File: src/rtl/gsf_pkg.sv
// shared types, widths and register codes of the gaussian smoothing fir
package gsf_pkg;

	localparam int SAMPLE_W     = 16;
	localparam int OUT_W        = 24;
	localparam int WEIGHT_W     = 18;
	localparam int HALF_W       = 3;
	localparam int FRAC_W       = 16;
	localparam int NUM_WEIGHTS  = 7;
	localparam int WIDX_W       = 3;
	localparam int PROD_W       = WEIGHT_W + 1 + SAMPLE_W;
	localparam int CFG_IDX_W    = 3;
	localparam int MAX_HALF_DEF = 6;

	localparam logic [WEIGHT_W-1:0] WEIGHT_CENTER_RST = WEIGHT_W'(65536);

	typedef enum logic [CFG_IDX_W-1:0] {
		REG_HALF_WIDTH,
		REG_WEIGHT_CENTER,
		REG_WEIGHT_DIST1,
		REG_WEIGHT_DIST2,
		REG_WEIGHT_DIST3,
		REG_WEIGHT_DIST4,
		REG_WEIGHT_DIST5,
		REG_WEIGHT_DIST6
	} cfg_reg_e;

	typedef logic [NUM_WEIGHTS-1:0][WEIGHT_W-1:0] weight_vec_t;

	typedef struct packed {
		logic signed [SAMPLE_W-1:0] sample;
		logic                       run_end;
	} sample_item_t;

	typedef struct packed {
		logic signed [OUT_W-1:0] smoothed;
		logic                    final_out;
	} result_item_t;

	typedef struct packed {
		logic step;
		logic clear;
		logic capture;
	} cell_ctl_t;

endpackage

File: src/rtl/gsf_adder_tree.sv
// registered adder tree over the cell products
module gsf_adder_tree import gsf_pkg::*; #(
	parameter int MAX_HALF = MAX_HALF_DEF
) (
	input  logic                     clk,
	input  logic                     load,
	input  logic signed [PROD_W-1:0] prods [2*MAX_HALF+1],
	output logic signed [PROD_W+$clog2(2*MAX_HALF+1):0] total
);

	localparam int WIN   = 2 * MAX_HALF + 1;
	localparam int SUM_W = PROD_W + $clog2(WIN) + 1;
	localparam int GRP   = 4;
	localparam int NGRP  = (WIN + GRP - 1) / GRP;

	logic signed [SUM_W-1:0] pad    [NGRP*GRP];
	logic signed [SUM_W-1:0] grp_c  [NGRP];
	logic signed [SUM_W-1:0] grp_s2 [NGRP];

	genvar j;
	generate
		for (j = 0; j < NGRP * GRP; j++) begin : g_pad
			if (j < WIN) begin : g_tap
				assign pad[j] = {{(SUM_W-PROD_W){prods[j][PROD_W-1]}}, prods[j]};
			end else begin : g_zero
				assign pad[j] = '0;
			end
		end
	endgenerate

	// first level: groups of four
	always_comb begin
		for (int g = 0; g < NGRP; g++) begin
			grp_c[g] = pad[g*GRP] + pad[g*GRP+1] + pad[g*GRP+2] + pad[g*GRP+3];
		end
	end

	always_ff @(posedge clk) begin
		if (load) begin
			grp_s2 <= grp_c;
		end
	end

	// second level: sum of the group totals
	always_comb begin
		total = '0;
		for (int g = 0; g < NGRP; g++) begin
			total = total + grp_s2[g];
		end
	end

endmodule
File: config.mk
export PLATFORM = sky130hd
export DESIGN_NAME = gsf_adder_tree
export DESIGN_NICKNAME = d
export VERILOG_FILES = /design/src/rtl/gsf_pkg.sv /design/src/rtl/gsf_adder_tree.sv
export SDC_FILE = /design/constraint.sdc
export NUM_CORES = 1
export LEC_CHECK = 0
export BUFFER_PORTS_ARGS = -buffer_cell sky130_fd_sc_hd__buf_2
export CAP_MARGIN = 15
export CORE_MARGIN = 1.5
export CORE_UTILIZATION = 52
export CTS_BUF_LIST = sky130_fd_sc_hd__clkbuf_4
export CTS_CLUSTER_SIZE = 24
export DETAILED_ROUTE_END_ITERATION = 10
export PLACE_DENSITY = 0.92
export RECOVER_POWER = 100
export SYNTH_ARGS = -nofsm -noshare
export SYNTH_HDL_FRONTEND = slang
export SYNTH_SLANG_ARGS = --single-unit
File: constraint.sdc
create_clock -name clk -period 4.2 [get_ports clk]
set_clock_uncertainty 0.05 [all_clocks]
set_input_delay 0.84 -clock clk [delete_from_list [all_inputs] [get_ports clk]]
set_output_delay 0.84 -clock clk [all_outputs]
set_load 0.1 [all_outputs]
Word-level counts from Yosys, hierarchy flattened
Index checks and enable logic that the tools add are counted.
{"block": "word_totals", "ff_bits": 155, "out_inout_bits": 40}
{"block": "op_classes", "n_addsub": 12}
{"op": "adder 37 x 35 -> 38 bit", "n": 3}
{"op": "adder 36 x 35 -> 37 bit", "n": 3}
{"op": "adder 35 x 35 -> 36 bit", "n": 3}
{"op": "adder 40 bit", "n": 2}
{"op": "adder 40 x 35 -> 40 bit", "n": 1}

Logic depth before layout (Yosys ltp)
{"block": "depth", "word_depth": 3, "ltp_mapped": 15, "ltp_nobuf": 15}

Least setup slack after synthesis
OpenSTA, ideal clock, no wires.
{"block": "synth_path", "kind": "reg2out", "from": "register grp_s2[1] (netlist name)", "to": "output total[35]", "required_ns": 3.310, "path_buffers": 0, "path_slack_ns": -1.457, "stages_incl_launch_ff": 16, "t_arrival_ns": 4.767, "path_cell_list": "edfxtp_1 -> inv_1 -> fa_1 -> inv_1 -> fa_1 -> ha_1 -> inv_1 -> fa_1 -> nor2b_1 -> o31a_1 -> o21ai_1 -> a31oi_2 -> a41o_1 -> a41oi_1 -> o211ai_1 -> xor2_1"}
{"block": "synth_between", "elab_chain_cells": 1}
{"item": "start: declaration", "line": "gsf_adder_tree.sv:18", "source": "logic signed [SUM_W-1:0] grp_s2 [NGRP];"}
{"item": "start signal: assignment", "line": "gsf_adder_tree.sv:40", "source": "grp_s2 <= grp_c;"}
{"item": "adder 40 x 35 -> 40 bit", "line": "gsf_adder_tree.sv:48", "source": "total = total + grp_s2[g];"}
{"item": "end: declaration", "line": "gsf_adder_tree.sv:8", "source": "output logic signed [PROD_W+$clog2(2*MAX_HALF+1):0] total"}
No other way between the ends.

Final worst setup path
{"block": "layout_path", "from": "register grp_s2[41] (netlist name)", "to": "output total[38]"}
{"block": "layout_between", "elab_chain_cells": 2}
{"item": "adder 40 bit", "line": "gsf_adder_tree.sv:48"}
{"item": "adder 40 x 35 -> 40 bit", "line": "gsf_adder_tree.sv:48"}
No other way between the ends.

==> flow_summary_export.csv <==
group,metric,value,unit
cts,root_buffer,"clkbuf_4",
route,vias,19000,
worst_setup_path,path_max_fanout,3,
synth,synth_area,21000,um^2
cts,clk_path_buf_depth,2,
synth,ys_ff_latch,149,
route,wl_per_cell,17.6,um
worst_setup_path,worst_ep_arrival_time,5.05,ns
sta,tightest_slew,2.38,ns
global_routing,antenna_found_initial,9,
synth,synth.distinct_cells,72,
worst_setup_path,critPathCaptureType,"output pin",
placement,gp_routability_congestion,0.938,
placement,portBuffers,496,
synth,synth_compound_area_share,14.6,%
sta,fmax,168,MHz
global_routing,grt_overflow,0,
cts,cts.clk_slew.worst_paths,0.17,ns
synth,synth_edf_count,149,
global_routing,grt_start_max_net_pins,86,
hold_path,hold_class,"in -> reg",
sta,slew_violations,86,
floorplanning,start_util,52.8,%
synth,ys.flop_type,"edfxtp_1",
cts,cts_tree,"yes",
sta,finalHoldViolCount,0,
route,initialDrtViolationCount,1067,
route,via_per_inst,5.20,
synth,synthSimpleGateAreaFrac,6.73,%
sta,timing.final.crit_period,5.94,ns
floorplanning,die_x,204,um
cts,htreeDepth,4,
synth,yosysTopAreaCell,"fa_1",
synth,synthXorXnorAreaFrac,5.33,%
placement,hpwl,50900,um
global_routing,grt_pass1_vias,20100,
synth,yosysTopAreaCellShare,27.6,%
synth,synthMuxAreaShare,0.143,%
synth,netlist_top_cells_area,"fa_1, edfxtp_1, inv_1",
global_routing,grt_pass1_wl,96700,um
cts,cts_num_sinks,149,
final_layout,top_regs,"grp_s2 (149)",
worst_setup_path,critPathRequiredTime,3.31,ns
sta,rsz0062_at_grt,"yes",
worst_setup_path,critPathLaunchType,"flip-flop",
floorplanning,die-area,41700,um^2
floorplanning,die_height,204,um
sta,min_period_over_period,142,%
synth,avgSynthCellArea,9.10,um^2
synth,synth_cells,2312,
final_layout,syn2layout_area_growth,35.1,%
sta,fin_setup_tns,-52.59,ns
route,dr.pass1.iters,5,
outcome,status,"finished, violations left",
final_layout,top_register,"grp_s2",
synth,ys_async_sr_fraction,0,%
synth,yosysWarnings,0,
synth,synthAdderAreaFrac,36.5,%
outcome,failed_checks,"capacitance limit, slew limit, setup timing",
route,routed_wl,64300,um
synth,synth_fp_nets,3209,
synth,ys_seq_area_share,21.3,%
route,drc,0,
sta,finalSetupViolCount,69,
sta,worst_slack,-1.74,ns
hold_path,hold_depth,1,
floorplanning,io_pins,497,
sta,relSlewSlack,-58.4,%
final_layout,nets,4002,
route,antenna_left,0,
final_layout,largest_register_ffs,149,
global_routing,groute.usage.overall,30.0,%
final_layout,drive_gt1_share,30.4,%
synth,synth_top_family_by_area,"adder cells",
floorplanning,fp.coreArea,39800,um^2
run,maxCapViolCount,1,
floorplanning,num_rows,73,
worst_setup_path,criticalPathCategory,"reg -> out",
cts,cts_made_buffers,17,
cells in the mapped netlist, drive strengths merged (6+ instances only):
cell type    n
ha         150
or2          7
o21bai      30
a31oi       21
and3        14
or3         10
nand2       65
o21a        10
a2111oi      6
nand3       36
o31ai       13
a21o        74
edfxtp     149
a211oi      24
xor2        46
nor3        16
nand2b       8
inv        828
fa         290
o21ai       68
nor2        73
xnor2       82
nor2b       14
a211o        6
buf          6
clkbuf      28
and2        10
nand4       18
a21oi      134
worst max-delay path, cell delays in order (launching register included):
cell,delay [ns]
edfxtp_1,0.52
inv_1,0.12
fa_1,0.52
inv_1,0.06
fa_1,0.50
ha_4,0.20
buf_4,0.13
buf_6,0.10
buf_6,0.11
a211oi_4,0.45
nor2_4,0.07
a211oi_2,0.22
buf_4,0.17
o41ai_4,0.09
a31o_4,0.29
a31o_4,0.28
a31oi_4,0.24
xnor2_4,0.16
buf_12,0.20
routing by layer:
metal	up-vias	track usage, %	share of wire, %
met1	9093	31.4	33
met5	-	0	0.073
li1	8782	-	-
met2	880	57.9	54
met4	8	13.1	4.8
met3	211	5.34	7.4
worst paths after layout:
path,end,startpoint,slack [ns]
setup / recovery,total[38],grp_s2[41],-1.74
hold / removal,grp_s2[17],prods[17],0.36
cell families (layout without fill, tap and decap cells):
kind of cell,count (synthesis),count (layout)
buffers and inverters,862,1668
adders and majority gates,440,440
other,0,8
xor gates and xnor gates,128,128
muxes,3,3
DFF,149,149
and+or+nand+nor,287,287
AOI/OAI and AO/OA,443,443
repair_timing:
item | 4_1_cts | 5_1_grt
resized for setup | 61 | 57
hold buffers | 0 | 0
buffers inserted | 17 | 17
pin swaps | 30 | 40
endpoints found under the setup margin | 38 | 56
per-stage QoR:
| step | hold WS (ns) | utilization [%] | std cells | instance area [um^2] | setup WS (ns) |
|---|---|---|---|---|---|
| floorplan | 0.889 | - | 2312 | 21800 | -0.609 |
| global placement | 0.968 | 69.2 | 3592 | 27500 | -0.583 |
| detailed placement | 0.968 | 69.2 | 3592 | 27500 | -0.737 |
| CTS | 0.311 | 70.9 | 3638 | 28200 | -1.35 |
| global route | 0.289 | 71.3 | 3644 | 28400 | -1.86 |
| finish | 0.358 | 71.4 | 3651 | 28400 | -1.74 |
final cells by class:
type,instances,area [um^2]
clock buffers,17,128
flip-flops and latches,149,4470
inverters,828,3110
repair buffers,808,5400
multi-input cells,1301,14500
clock inverters,15,170
fillers,2802,11400
diodes,8,20.0
well taps,525,657
placed cells by master (no fill, tap or decap), types with 24 or more instances in the layout:
cell type and count:
xor2_1 32, clkbuf_1 24, inv_1 821, nor2_1 66
fa_1 288, nand2_1 61, o21bai_1 28, ha_1 139
a21o_1 74, clkbuf_4 26, buf_12 37, xnor2_1 62
a21oi_1 121, o21ai_0 52, buf_4 269, edfxtp_1 149
buf_2 444, nand3_1 35
Power is left out: the tool's default activity adds up to more than one toggle a clock period on the data nets, which glitch-free logic cannot reach.
