$ cat src/rtl/gsf_pkg.sv
// shared types, widths and register codes of the gaussian smoothing fir
package gsf_pkg;

	localparam int SAMPLE_W     = 16;
	localparam int OUT_W        = 24;
	localparam int WEIGHT_W     = 18;
	localparam int HALF_W       = 3;
	localparam int FRAC_W       = 16;
	localparam int NUM_WEIGHTS  = 7;
	localparam int WIDX_W       = 3;
	localparam int PROD_W       = WEIGHT_W + 1 + SAMPLE_W;
	localparam int CFG_IDX_W    = 3;
	localparam int MAX_HALF_DEF = 6;

	localparam logic [WEIGHT_W-1:0] WEIGHT_CENTER_RST = WEIGHT_W'(65536);

	typedef enum logic [CFG_IDX_W-1:0] {
		REG_HALF_WIDTH,
		REG_WEIGHT_CENTER,
		REG_WEIGHT_DIST1,
		REG_WEIGHT_DIST2,
		REG_WEIGHT_DIST3,
		REG_WEIGHT_DIST4,
		REG_WEIGHT_DIST5,
		REG_WEIGHT_DIST6
	} cfg_reg_e;

	typedef logic [NUM_WEIGHTS-1:0][WEIGHT_W-1:0] weight_vec_t;

	typedef struct packed {
		logic signed [SAMPLE_W-1:0] sample;
		logic                       run_end;
	} sample_item_t;

	typedef struct packed {
		logic signed [OUT_W-1:0] smoothed;
		logic                    final_out;
	} result_item_t;

	typedef struct packed {
		logic step;
		logic clear;
		logic capture;
	} cell_ctl_t;

endpackage

$ cat src/rtl/gsf_cell.sv
// one tap cell: window register, coefficient select and registered product
module gsf_cell import gsf_pkg::*; #(
	parameter int MAX_HALF = MAX_HALF_DEF,
	parameter int TAP      = 0
) (
	input  logic                       clk,
	input  logic                       arst_n,
	input  cell_ctl_t                  ctl,
	input  logic        [HALF_W-1:0]   half,
	input  weight_vec_t                weights,
	input  logic signed [SAMPLE_W-1:0] tap_in,
	output logic signed [SAMPLE_W-1:0] tap_q,
	output logic signed [PROD_W-1:0]   prod_s1
);

	localparam int WIN   = 2 * MAX_HALF + 1;
	localparam int IDX_W = ($clog2(WIN) + 1 > HALF_W + 1) ? $clog2(WIN) + 1 : HALF_W + 1;

	logic [IDX_W-1:0]          k_v;
	logic [IDX_W-1:0]          h_v;
	logic [IDX_W-1:0]          gap;
	logic [WEIGHT_W-1:0]       coef;
	logic signed [PROD_W-1:0]  prod_c;

	// weight by distance from the center tap, zero outside the kernel span
	always_comb begin
		k_v = IDX_W'(TAP);
		h_v = IDX_W'(half);
		gap = (k_v >= h_v) ? (k_v - h_v) : (h_v - k_v);
		if ((k_v <= (h_v << 1)) && (gap < IDX_W'(NUM_WEIGHTS))) begin
			coef = weights[gap[WIDX_W-1:0]];
		end else begin
			coef = '0;
		end
	end

	assign prod_c = $signed({1'b0, coef}) * tap_in;

	always_ff @(posedge clk or negedge arst_n) begin
		if (!arst_n) begin
			tap_q <= '0;
		end else if (ctl.step) begin
			tap_q <= ctl.clear ? '0 : tap_in;
		end
	end

	always_ff @(posedge clk) begin
		if (ctl.capture) begin
			prod_s1 <= prod_c;
		end
	end

endmodule

$ cat config.mk
export PLATFORM = sky130hd
export DESIGN_NAME = gsf_cell
export DESIGN_NICKNAME = d
export VERILOG_FILES = /design/src/rtl/gsf_pkg.sv /design/src/rtl/gsf_cell.sv
export SDC_FILE = /design/constraint.sdc
export NUM_CORES = 1
export LEC_CHECK = 0
export ABC_CLOCK_PERIOD_IN_PS = 800
export BUFFER_PORTS_ARGS = -buffer_cell sky130_fd_sc_hd__buf_4
export CAP_MARGIN = 10
export CORE_UTILIZATION = 55
export DETAILED_ROUTE_END_ITERATION = 6
export GPL_TIMING_DRIVEN = 1
export HOLD_SLACK_MARGIN = 0.06
export PLACE_DENSITY = 0.81
export REMOVE_ABC_BUFFERS = 1
export SKIP_CTS_REPAIR_TIMING = 1
export SYNTH_ARGS = -nofsm -noshare
export SYNTH_HDL_FRONTEND = slang
export SYNTH_SLANG_ARGS = --single-unit
$ cat constraint.sdc
create_clock -name clk -period 0.8 [get_ports clk]
set_input_delay 0 -clock clk [delete_from_list [all_inputs] [get_ports clk]]
set_output_delay 0 -clock clk [all_outputs]
set_load 0.02 [all_outputs]
======== Yosys cells after proc, flatten, opt, wreduce, memory -nomap -nowiden ========
Cells that the tools add are included.
storage, ports and cells
  output and inout port bits .............. 51
  register bits ........................... 51
  logic and storage cells ................. 14
  bits of input ports ..................... 150
cells by class
  add/sub/neg operators ................... 1
  reduce and logical (&&, ||, !) cells .... 1
  $mul .................................... 1
  multiplexer cells ....................... 5
  $lt $le $gt $ge ......................... 4
operators with widths
  cell                   count
  $bmux W18 S3           1
  $mux W18               2
  $mul A19 B16 Y35       1
  $mux W16               1
  $lt A5 B3 Y1 const B   1
  $mux W5                1
  $le A1 B4 Y1 const A   1
  $lt A3 B4 Y1 const B   1
  $sub A1 B3 Y4 const A  1
  $ge A1 B3 Y1 const A   1
  $logic_and A1 B1 Y1    1

======== Longest topological paths before layout ========
Gate-level depths: netlist of run 1.
  depth in word-level cells ............... 6
  gate-level depth with buffers ........... 34
  mapped depth without buffers ............ 30

======== Worst setup path after synthesis of run 1 ========
Ideal clock, no wire load.
  path kind ............................... input to register
  start point ............................. input half[1]
  end point ............................... register prod_s1[33], data pin
  buffers on the path ..................... 4
  required time ........................... 531 ps
  setup slack ............................. -6188 ps
  data arrival time ....................... 6719 ps
  stages .................................. 29
  setup time .............................. 269 ps
  path through ............................ buf_6 inv_1 ha_1 ha_1 buf_4 or4_1 o211ai_2 buf_2 nor2_2 buf_4 and2_1 fa_1 inv_1 fa_1 inv_1 fa_1 fa_1 fa_1 inv_1 fa_1 inv_1 ha_1 a21o_1 a211oi_1 o21ai_0 a41o_1 a221oi_2 o31ai_1 xor2_1
between the ends
  word-level cells in the longest chain between the ends .. 6
  elaborated cells between the ends (all ways) .. 10
  classes of those cells .................. add/sub: 1; mul: 1; order compare: 3; mux: 4; reduce/logical: 1
ends and longest elaborated chain
  what                                             line                            text
  from (decl)                                      gsf_cell.sv:9                   input logic [HALF_W-1:0] half,
  $sub A1 B3 Y4 or $ge A1 B3 Y1 (tied branches)    gsf_cell.sv:29                  gap = (k_v >= h_v) ? (k_v - h_v) : (h_v - k_v);
  $mux W5                                          gsf_cell.sv:29
  $lt A5 B3 Y1 or $bmux W18 S3 (tied branches)     gsf_cell.sv:30, gsf_cell.sv:31
  $logic_and A1 B1 Y1 or $mux W18 (tied branches)  gsf_cell.sv:30, gsf_cell.sv:31
  $mux W18 *                                       gsf_cell.sv:30                  if ((k_v <= (h_v << 1)) && (gap < IDX_W'(NUM_WEIGHTS))) begin
  $mul A19 B16 Y35 *                               gsf_cell.sv:37                  assign prod_c = $signed({1'b0, coef}) * tap_in;
  net prod_c[33]                                   gsf_cell.sv:23                  logic signed [PROD_W-1:0] prod_c;
  to (signal assigned)                             gsf_cell.sv:49                  prod_s1 <= prod_c;
  to (decl)                                        gsf_cell.sv:13                  output logic signed [PROD_W-1:0] prod_s1
Mark *: on every way through the listed nets, which the timed path passes. The rest lies on a longest branch. The select of a mux whose other input is x is not followed.
A chain may end at the register's enable or synchronous reset.

======== Worst setup path in the final report of run 1 ========
Same ends and word-level chain as after synthesis.

==> results.md, run 1 <==
* HPWL reported at the end of detailed placement at 31.0 mm
* Critical path data required time at 0.87 ns
* Kind of path behind the tightest hold check: in -> reg
* Most common flop cell mapped by yosys: sky130_fd_sc_hd__edfxtp_1
* Setup skew after layout at 0 ns
* Post-synthesis average cell area at 8.71 um^2
* Result of the run: finished with violations
* Vias in the first global route at 12600
* Avg Vias per Cell at 5.67
* Area of the core at 23600 um^2
* Clk sinks at 51
* Final WL at 42.9 mm
* Clk Latency, worst-skew pair at 0.32 ns
* Hold Path End: prod_s1[31]$_DFFE_PP_
* Cell variety after synth at 66
* Fmax achieved at 144 MHz
* Max-slew headroom at the worst pin at 0.612
* Slew at the pin with the worst max-slew slack at 0.582 ns
* Worst R2R End: tap_q[4]$_DFFE_PN0P_
* Final clock period utilization by the worst path at 8.66
* Count of yosys warnings during synthesis at 0
* Max-capacitance violation count at 0
* Path type of the worst setup path: in -> reg
* Fin. Hold Viols at 0
* Routed length per instance at 19.0 um
* Cell with the most instances on the worst path: sky130_fd_sc_hd__fa_1
* Synth Instances at 1528
* Start of the worst register-to-register path: tap_q[4]$_DFFE_PN0P_
* # setup viols final at 86
* WHS Path Cells at 1
* Time the final worst path needs with I/O delays and setup at 6.93 ns
* Aggregate global routing overflow at 0
* Layout cell share with drive strength beyond 1 at 0.347
* IO Count at 201
* Clock-pin slew on the worst setup and hold paths at 0.08 ns
* Post-synthesis async set-or-reset flop share at 0.314
* Sequential fraction of the synthesis area at 0.109
* Finished Core Util at 0.781
* Highest fanout seen on the critical path at 7
* Die area at 24800 um^2
* Remaining design rule violation count at 0
* Die height at 158 um
* Post-route antenna net violation count at 0
* Number of search-and-repair iterations in the first detailed-routing pass at 6
* Placer's final routability congestion estimate at 0.942
* Total Routing Usage GR at 0.301
* Synth cell count leaders: sky130_fd_sc_hd__inv_1, sky130_fd_sc_hd__nand2_1, sky130_fd_sc_hd__fa_1, sky130_fd_sc_hd__and2_1, sky130_fd_sc_hd__ha_1
* TritonCTS clock tree: yes
* Initial DRC Count at 1048
* Antenna violations before repair at 0
* Post-synth EDFFs at 35
* Number of placement rows at 56
* Initial cell density of the core at 0.564
* Port-buffer cells at 200
* Number of CTS-inserted buffers at 5
* Fraction of synthesized cell area taken by the top area cell type at 0.334
* PnR worst setup slack at -6.13 ns
* Delay of the slowest cell on the worst path at 0.64 ns
* Most instantiated library cell after synthesis: sky130_fd_sc_hd__inv_1
* Count of pins over their slew limit at 0
* Top post-synthesis cells by area: sky130_fd_sc_hd__fa_1, sky130_fd_sc_hd__ha_1, sky130_fd_sc_hd__inv_1, sky130_fd_sc_hd__edfxtp_1, sky130_fd_sc_hd__and2_1
* Unrepaired setup endpoints after global routing: true
* Clock buffer depth at 2
* Kind of capture point of the worst setup path: flip-flop
* Slowest cell on the critical path: sky130_fd_sc_hd__fa_1
* Data arrival time of the worst path at 7.00 ns
* Pin count of the biggest net entering global routing at 39
* Die Width at 158 um
* First-pass GRT wire length at 58.6 mm
* DR vias at 12800
* Register-to-register path setup slack at 0.03 ns
* Area Overhead vs Synth at 38.5%
* Startpoint Class: input pin
* Worst-case reg-to-reg path depth at 3
* Nets@finish at 2434
* Post-Synthesis Cell Area at 13300 um^2
* Number of register bits inferred by synthesis at 51
* Root buf cell: sky130_fd_sc_hd__clkbuf_16
* HP Start: ctl[0]
* H-Tree Depth at 2
* Cell taking the most area after synthesis: sky130_fd_sc_hd__fa_1
* Violations in the final reports: negative setup slack
routing by layer:
layer	GRT usage	vias up	wire, um	share of wire
li1	-	5574	-	-
met1	0.346	6323	14900	0.35
met4	0.129	0	2130	0.050
met2	0.558	703	22700	0.53
met5	0	-	0	0
met3	0.0388	184	3150	0.074
state kept, by name, summed over array words and instances, names as in the netlist:
name / flops
tap_q: 16
prod_s1: 35
metrics by stage:
step | std cells | setup TNS, ns | setup slack [ns] | cell area (um^2) | hold slack, ns
after detailed placement | 2182 | -200.80 | -6.67 | 16500 | -0.133
after CTS | 2190 | -192.59 | -6.34 | 16700 | -0.474
final | 2255 | -185.50 | -6.13 | 18400 | 0.0161
after floorplan | 1451 | -215.30 | -7.24 | 12900 | -0.296
after global placement | 2182 | -196.09 | -6.53 | 16500 | -0.136
after global routing | 2254 | -193.12 | -6.32 | 18400 | 0.0221
logic make-up (layout without fill, tap and decap cells):
logic type,Yosys count,after routing,share of synthesized area
mux,15,16,0.0129
xor+xnor,29,29,0.0191
other cells,0,1,0
buf+inv,383,787,0.117
compound gates,197,197,0.0995
fa+ha+maj,350,350,0.454
simple gates,503,505,0.188
flops,51,51,0.109
layout make-up:
cell class | instances | area [um^2]
Tap cell | 319 | 399
Inverter | 306 | 1160
Timing Repair Buffer | 473 | 4120
Antenna cell | 1 | 2.50
Clock inverter | 3 | 33.8
Fill cell | 1381 | 5180
Multi-Input combinational cell | 1097 | 11100
Sequential cell | 51 | 1450
Clock buffer | 5 | 125
worst max-delay path: cells and delay by family:
kind            cells  cell delay, ns
compound gates      4            0.77
xor+xnor            1            0.15
fa+ha+maj           9            3.76
buf+inv            12            1.38
mux                 1            0.27
simple gates        5            0.65
placed cells by master, fill, tap and decap left out, drive strengths merged, types with 12 or more instances in the layout:
master	instances
buf	469
inv	308
nand2	225
fa	222
and2	151
ha	128
a21oi	59
nor2	55
o21ai	53
edfxtp	35
and3	19
nand3	18
nand3b	17
dfrtp	16
xnor2	16
a311oi	15
a211oi	14
mux2i	13
xor2	13
a21o	12
worst max-delay path by stage:
stage	startpoint	endpoint	slack [ns]	depth (start not counted)
after detailed placement	half[0]	prod_s1[31]$_DFFE_PP_	-6.67	32
final	half[1]	prod_s1[33]$_DFFE_PP_	-6.13	32
after global placement	half[0]	prod_s1[33]$_DFFE_PP_	-6.53	31
after global routing	half[1]	prod_s1[31]$_DFFE_PP_	-6.32	33
after CTS	half[0]	prod_s1[31]$_DFFE_PP_	-6.34	32
after floorplan	half[0]	prod_s1[33]$_DFFE_PP_	-7.24	27
Power of run 1 is not shown: default switching activity piles up to over one toggle a cycle in this logic, so the estimate is an artifact.
==> run 2: changes to the inputs <==
--- a/config.mk
+++ b/config.mk
@@ -8,11 +8,13 @@
 export ABC_CLOCK_PERIOD_IN_PS = 800
 export BUFFER_PORTS_ARGS = -buffer_cell sky130_fd_sc_hd__buf_4
 export CAP_MARGIN = 10
+export CORE_MARGIN = 2
 export CORE_UTILIZATION = 55
 export DETAILED_ROUTE_END_ITERATION = 6
 export GPL_TIMING_DRIVEN = 1
 export HOLD_SLACK_MARGIN = 0.06
 export PLACE_DENSITY = 0.81
+export RECOVER_POWER = 100
 export REMOVE_ABC_BUFFERS = 1
 export SKIP_CTS_REPAIR_TIMING = 1
 export SYNTH_ARGS = -nofsm -noshare
==> run 2 against run 1 <==
Against the previous run: the run still ends with negative setup slack left; sequential cell count is the same; global-route usage is 1.2 points lower; utilization shrank 1.7 points; maximum frequency is 1.2% higher; critical path type unchanged; largest cell class unchanged.
==> results.md, run 2 (same netlist as run 1, synthesis figures left out) <==
* Count of antenna diodes in the layout at 0
* Kind of capture point of the worst setup path: flip-flop
* Antenna violations before repair at 0
* Sequential Area at 1450 um^2
* Highest fanout seen on the critical path at 7
* Max-capacitance violation count at 0
* Flip-flop count of the largest register, all copies and words added at 35
* Die Width at 160 um
* Violations in the final reports: negative setup slack
* HPWL reported at the end of detailed placement at 31.0 mm
* Routed length per instance at 18.7 um
* Worst setup slack before clock tree synthesis at -6.64 ns
* Number of CTS-inserted buffers at 5
* H-Tree Depth at 2
* TritonCTS clock tree: yes
* Fmax achieved at 146 MHz
* Total Routing Usage GR at 0.289
* Number of placement rows at 56
* Setup TNS at -184.45 ns
* Slowest cell on the critical path: sky130_fd_sc_hd__fa_2
* Startpoint Class: input pin
* Remaining design rule violation count at 0
* Initial cell density of the core at 0.564
* Slew at the pin with the worst max-slew slack at 0.533 ns
* Initial DRC Count at 984
* Pin count of the biggest net entering global routing at 39
* Clock buffer depth at 2
* Nets@finish at 2432
* Kind of path behind the tightest hold check: in -> reg
* WHS Path Cells at 3
* Area of the core at 23600 um^2
* Final WL at 42.0 mm
* Aggregate global routing overflow at 0
* Placer's final routability congestion estimate at 0.953
* Max-slew headroom at the worst pin at 0.644
* Result of the run: finished with violations
* # setup viols final at 90
* Layout cell share with drive strength beyond 1 at 0.324
* Clk Latency, worst-skew pair at 0.32 ns
* Number of search-and-repair iterations in the first detailed-routing pass at 7
* First-pass GRT wire length at 60.1 mm
* Clock-pin slew on the worst setup and hold paths at 0.09 ns
* Worst-case reg-to-reg path depth at 3
* IO Count at 201
* Path type of the worst setup path: in -> reg
* Port-buffer cells at 200
* Data arrival time of the worst path at 6.91 ns
* Area of combinational cells with multiple inputs at 10900 um^2
* Finished Core Util at 0.763
* Avg Vias per Cell at 5.57
* Time the final worst path needs with I/O delays and setup at 6.84 ns
* Clk sinks at 51
* Register with the most flip-flops: prod_s1
* Area Overhead vs Synth at 35.4%
* PnR worst setup slack at -6.04 ns
* Die area at 25500 um^2
* Delay of the slowest cell on the worst path at 0.55 ns
* Count of filler cells inserted in the layout at 1474
* DR vias at 12500
* Most frequent cells in the layout: sky130_fd_sc_hd__buf_4, sky130_fd_sc_hd__inv_1, sky130_fd_sc_hd__nand2_1, sky130_fd_sc_hd__fa_1, sky130_fd_sc_hd__and2_1
* Post-route antenna net violation count at 0
* Most common cell after layout, fill and taps aside: sky130_fd_sc_hd__buf_4
* Critical path data required time at 0.87 ns
* Unrepaired setup endpoints after global routing: true
* Fin. Hold Viols at 0
* Setup skew after layout at 0 ns
* Final clock period utilization by the worst path at 8.55
* Count of pins over their slew limit at 0
* Vias in the first global route at 12800
* Largest regs: prod_s1: 35 flops, tap_q: 16 flops
* Die height at 160 um
* Root buf cell: sky130_fd_sc_hd__clkbuf_16
## run 2: worst paths after layout
kind | startpoint | to | slack, ns
min in group asynchronous | arst_n | tap_q[11]$_DFFE_PN0P_ | 0.12
min | ctl[1] | tap_q[0]$_DFFE_PN0P_ | 0.04
min reg2reg | tap_q[15]$_DFFE_PN0P_ | tap_q[15]$_DFFE_PN0P_ | 0.55
max | half[0] | prod_s1[27]$_DFFE_PP_ | -6.04
max reg2reg | tap_q[5]$_DFFE_PN0P_ | tap_q[5]$_DFFE_PN0P_ | 0.03
max in group asynchronous | arst_n | tap_q[2]$_DFFE_PN0P_ | 0.40
## run 2: worst max-delay path: cells and delay by family
family | cells | cell delay [ns]
AOI/OAI and AO/OA | 9 | 1.58
xor gates and xnor gates | 1 | 0.09
and+or+nand+nor | 2 | 0.24
buffers and inverters | 13 | 1.49
adders and majority gates | 9 | 3.52
## run 2: through the flow
stage	cell area, um^2	std cells	hold WS, ns
2_1_floorplan	12900	1451	-0.296
3_3_place_gp	16500	2188	-0.134
3_5_place_dp	16500	2188	-0.134
4_1_cts	16700	2196	-0.480
5_1_grt	18000	2252	0.0831
6_report	18000	2252	0.0381
## run 2: area by class of cell
type,count,area share
Clock buffer,5,0.00694
Clock inverter,3,0.00153
Inverter,306,0.0640
Multi-Input combinational cell,1096,0.607
Sequential cell,51,0.0805
Tap cell,319,0.0221
Timing Repair Buffer,472,0.218
## run 2: layer usage
layer / wire length, um / up-vias / track usage
met1: 15100 / 6146 / 0.353
met2: 22200 / 652 / 0.530
li1: - / 5570 / -
met5: 0 / - / 0
met3: 2860 / 172 / 0.0323
met4: 1970 / 0 / 0.100
Power of run 2 is left out for the same reason.
